**config.mk**
```make
export PLATFORM = sky130hd
export DESIGN_NAME = lgpg_ram
export DESIGN_NICKNAME = d
export VERILOG_FILES = /design/src/rtl/core/lgpg_ram.sv
export SDC_FILE = /design/constraint.sdc
export NUM_CORES = 1
export LEC_CHECK = 0
export BUFFER_PORTS_ARGS = -buffer_cell sky130_fd_sc_hd__buf_4
export CAP_MARGIN = 10
export CELL_PAD_IN_SITES_DETAIL_PLACEMENT = 2
export CELL_PAD_IN_SITES_GLOBAL_PLACEMENT = 2
export CORE_MARGIN = 2
export CORE_UTILIZATION = 45
export DETAILED_ROUTE_END_ITERATION = 16
export PLACE_DENSITY = 0.84
export SYNTH_ARGS = -nofsm -noshare
export SYNTH_HDL_FRONTEND = slang
export SYNTH_SLANG_ARGS = --single-unit
export TNS_END_PERCENT = 1
```
**constraint.sdc**
```tcl
create_clock -name clk -period 8 [get_ports clk]
set_input_delay 0.8 -clock clk [delete_from_list [all_inputs] [get_ports clk]]
set_output_delay 0.8 -clock clk [all_outputs]
set_load 0.1 [all_outputs]
```
**src/rtl/core/lgpg_ram.sv**
```systemverilog
`timescale 1ns / 1ps
`default_nettype none

module lgpg_ram #(
  parameter int WIDTH = 32,
  parameter int DEPTH = 16
) (
  input  wire logic                     clk,
  input  wire logic                     we,
  input  wire logic [$clog2(DEPTH)-1:0] waddr,
  input  wire logic [WIDTH-1:0]         wdata,
  input  wire logic                     re,
  input  wire logic [$clog2(DEPTH)-1:0] raddr0,
  input  wire logic [$clog2(DEPTH)-1:0] raddr1,
  output logic      [WIDTH-1:0]         rdata0,
  output logic      [WIDTH-1:0]         rdata1
);

  logic [WIDTH-1:0] mem [DEPTH];

  always_ff @(posedge clk) begin
    if (we) begin
      mem[waddr] <= wdata;
    end
    if (re) begin
      rdata0 <= mem[raddr0];
      rdata1 <= mem[raddr1];
    end
  end

endmodule

`default_nettype wire

```
After elaboration in Yosys (flattened, before gate mapping)
Memory sizes are Yosys's and may differ from the RTL's. A register that Yosys moved wholly into a read port is not among the register bits.
Index checks and enable logic that the tools add are counted.
{ "totals": {"ramBits": 512, "mem_bits_ro": 0, "mem_count": 1, "out_inout_bits": 64, "latch_bits": 0, "reg_bits": 0, "in_bits": 47} }
{ "mem_list": {"columns": ["memory", "words", "width", "rd", "rd_ports_with_merged_regs", "wr", "line_no", "text"], "rows": [
  ["mem", 16, 32, 2, 2, 1, "19", "logic [WIDTH-1:0] mem [DEPTH];"]
]} }
{ "op_classes": {"add_sub_neg": 0, "bitwise_logic": 0, "n_reduce_logical": 0, "n_eq_ne": 0, "muxes": 2, "order_cmp": 0, "multipliers": 0, "n_shift": 0, "n_div": 0} }
{ "op_table": {"columns": ["operator", "n"], "rows": [
  ["two-way mux 1 bit", 2]
]} }

Logic depth before layout (Yosys ltp)
{ "depth": {"ltp_word": 2, "ltp_mapped": 5, "mapped_depth_nobuf": 3} }

Least setup slack after synthesis
OpenSTA, ideal clock, no wires.
{ "synth_path": {"path_kind": "in2reg", "startpoint": "input waddr[2]", "endpoint": "memory mem[0][0], enable pin", "required_ns": 7.539, "path_stages": 2, "path_slack_ns": 4.020, "setup_time_ns": 0.461, "t_arrival_ns": 3.518, "path_buffers": 0, "cell_sequence": "or3b_2 nor3_1"} }
{ "synth_lines": {"columns": ["item", "line_no", "text"], "rows": [
  ["start, declared", "10", "input wire logic [$clog2(DEPTH)-1:0] waddr,"],
  ["end, declared", "19", null]
]} }
No word-level cell before the write port.

==> impl_metrics.json <==
{
  "status": "complete, no violations",
  "chipHeight_um": 238.9,
  "yosysWarnings": 0,
  "drv_slew": 0,
  "tightest_slew_ns": 1.277,
  "gr-total-overflow": 0,
  "track_usage": 0.2772,
  "min_path_cells": 1,
  "synth_nets": 1188,
  "fin_hold_ws_ns": 0.4905,
  "setup_viol": 0,
  "grt_pass1_vias": 15190,
  "cts_buffers": 59,
  "hp-class": "primary input to register",
  "syn2layout_area_growth_pct": 14.33,
  "clock-sinks": 576,
  "netlist_area_um2": 24830,
  "core_area_um2": 54770,
  "placed_cell_area_um2": 26520,
  "p_leak_nw": 9.099,
  "post-route-min-period_ns": 3.262,
  "rsz0062_at_grt": "false",
  "yosysSeqAreaShare": 0.6966,
  "p_total_mw": 6.925,
  "dp_hpwl_um": 40820,
  "tns_ns": 0,
  "mostFrequentLayoutCell": "edfxtp_1",
  "clockBufferDepth": 3,
  "final_util": 0.5183,
  "fill_cells": 4580,
  "p_per_area_nw_per_um2": 243.9,
  "diodes": 0,
  "drive_above_1_share": 0.3836,
  "path_class": "primary input to register",
  "fin_ws_ns": 4.738,
  "drt.antenna.violating_nets": 0,
  "drt_iter0_markers": 1639,
  "rr_worst_depth": 3,
  "final_cell_mix": "576 x edfxtp_1, 256 x mux4_2, 138 x buf_4",
  "fin_skew_ns": 0.01559,
  "avgSynthCellArea_um2": 21.76,
  "vdd_drop_max_v": 0.0001619,
  "seqCellArea_um2": 17300,
  "die_area_um2": 57070,
  "drcViolationCount": 0,
  "die_w_um": 238.9,
  "preCtsSetupSlack_ns": 4.050,
  "clk_pin_slew_ns": 0.06,
  "startpoint_type": "primary input",
  "post-cts-setup-buffers": 0,
  "min_period_over_period": 0.4077,
  "cp_slowest_stage_delay_ns": 0.92,
  "synth_cell_types": 16,
  "drv_cap": 0,
  "worstSetupEndpointType": "register",
  "cts-root-buf": "clkbuf_16",
  "routed_wl_um": 76880,
  "path_cells": "clkbuf_8 > buf_4 > mux4_2 > a22oi_1 > nand2_1",
  "cts_max_level": 2,
  "port_buffers": 110,
  "crit_fanout": 82,
  "avgRoutedWirePerCell_um": 38.25,
  "worstPathRequired_ns": 8.35,
  "fin_area_um2": 28390,
  "grt_max_degree": 83,
  "fmax_ghz": 0.3066,
  "syn_inst": 1141,
  "via_per_inst": 6.771,
  "clock_latency_ns": 0.62,
  "worstPathArrival_ns": 3.62,
  "finalHoldViolCount": 0,
  "multiInputGateArea_um2": 7279,
  "numPlacedInstances": 1899,
  "antenna_found_initial": 2,
  "ys_seq_elements": 576,
  "hold_buffers": 0,
  "final_cells": 2010,
  "first_pass_iters": 5,
  "grt_pass1_wl_um": 110800,
  "cts_tree": "done",
  "cts_resized": 0,
  "slew-limit-headroom": 0.1485,
  "rows": 86,
  "cpMaxStageDelayCell": "buf_4",
  "start_util": 0.4533,
  "ios": 111,
  "fin_nets": 1303,
  "gp_congestion": 0.7285,
  "num_vias": 13610
}
worst max-delay path, delay by kind of cell:
kind	cells	cell delay, ns
compound gates	1	0.24
mux	1	0.64
simple gates	1	0.09
buf+inv	2	1.69
final cells by class:
| cell class | instances | area share |
|---|---|---|
| clock buffers | 75 | 0.05562 |
| multi-input cells | 479 | 0.2564 |
| well taps | 704 | 0.03103 |
| flip-flops and latches | 576 | 0.6093 |
| clock inverters | 36 | 0.01014 |
| repair buffers | 140 | 0.03746 |
flip-flops by register name, summed over array words and instances, names as in the netlist:
name and flops:
rdata1 32, rdata0 32, mem 512
Yosys cell counts (all sizes together):
cell type	number	area share
a22oi	128	0.039
and2	2	0.00050
buf	47	0.011
clkbuf	39	0.0059
edfxtp	576	0.70
mux4	256	0.23
nand2	65	0.0098
nand2b	2	0.00050
nand3	1	0.00020
nand3b	2	0.00060
nor2	14	0.0021
nor2b	4	0.0010
nor3	4	0.00081
or3b	1	0.00035
logic make-up (layout without fill, tap and decap cells):
group,count (synthesis),count (layout),synth area share
compound gates,128,128,0.03870
buf+inv,86,251,0.01653
flops,576,576,0.6966
mux,256,256,0.2322
simple gates,95,95,0.01592
routing by layer:
layer | track usage | up-vias | share of wire
met4 | 0.1144 | 4 | 0.039
met2 | 0.4803 | 757 | 0.52
met1 | 0.3533 | 7422 | 0.37
li1 | - | 5255 | -
met3 | 0.03949 | 172 | 0.074
met5 | 0 | - | 0.00038
final timing paths:
check	to	start	slack, ns
setup / recovery	rdata1[23]$_DFFE_PP_	raddr1[0]	4.74
setup reg to reg	rdata0[23]$_DFFE_PP_	mem[3][23]$_DFFE_PP_	6.31
hold / removal	mem[9][24]$_DFFE_PP_	wdata[24]	0.49
hold reg to reg	rdata1[14]$_DFFE_PP_	mem[14][14]$_DFFE_PP_	0.79
where the power goes:
part           leakage (nW)  switching, mW  total, mW  internal [mW]
Combinational          2.91          0.493      0.724          0.230
Sequential             5.26         0.0467       3.46           3.42
Clock                 0.921           1.19       2.74           1.55
(Power assumes the default switching activity.)
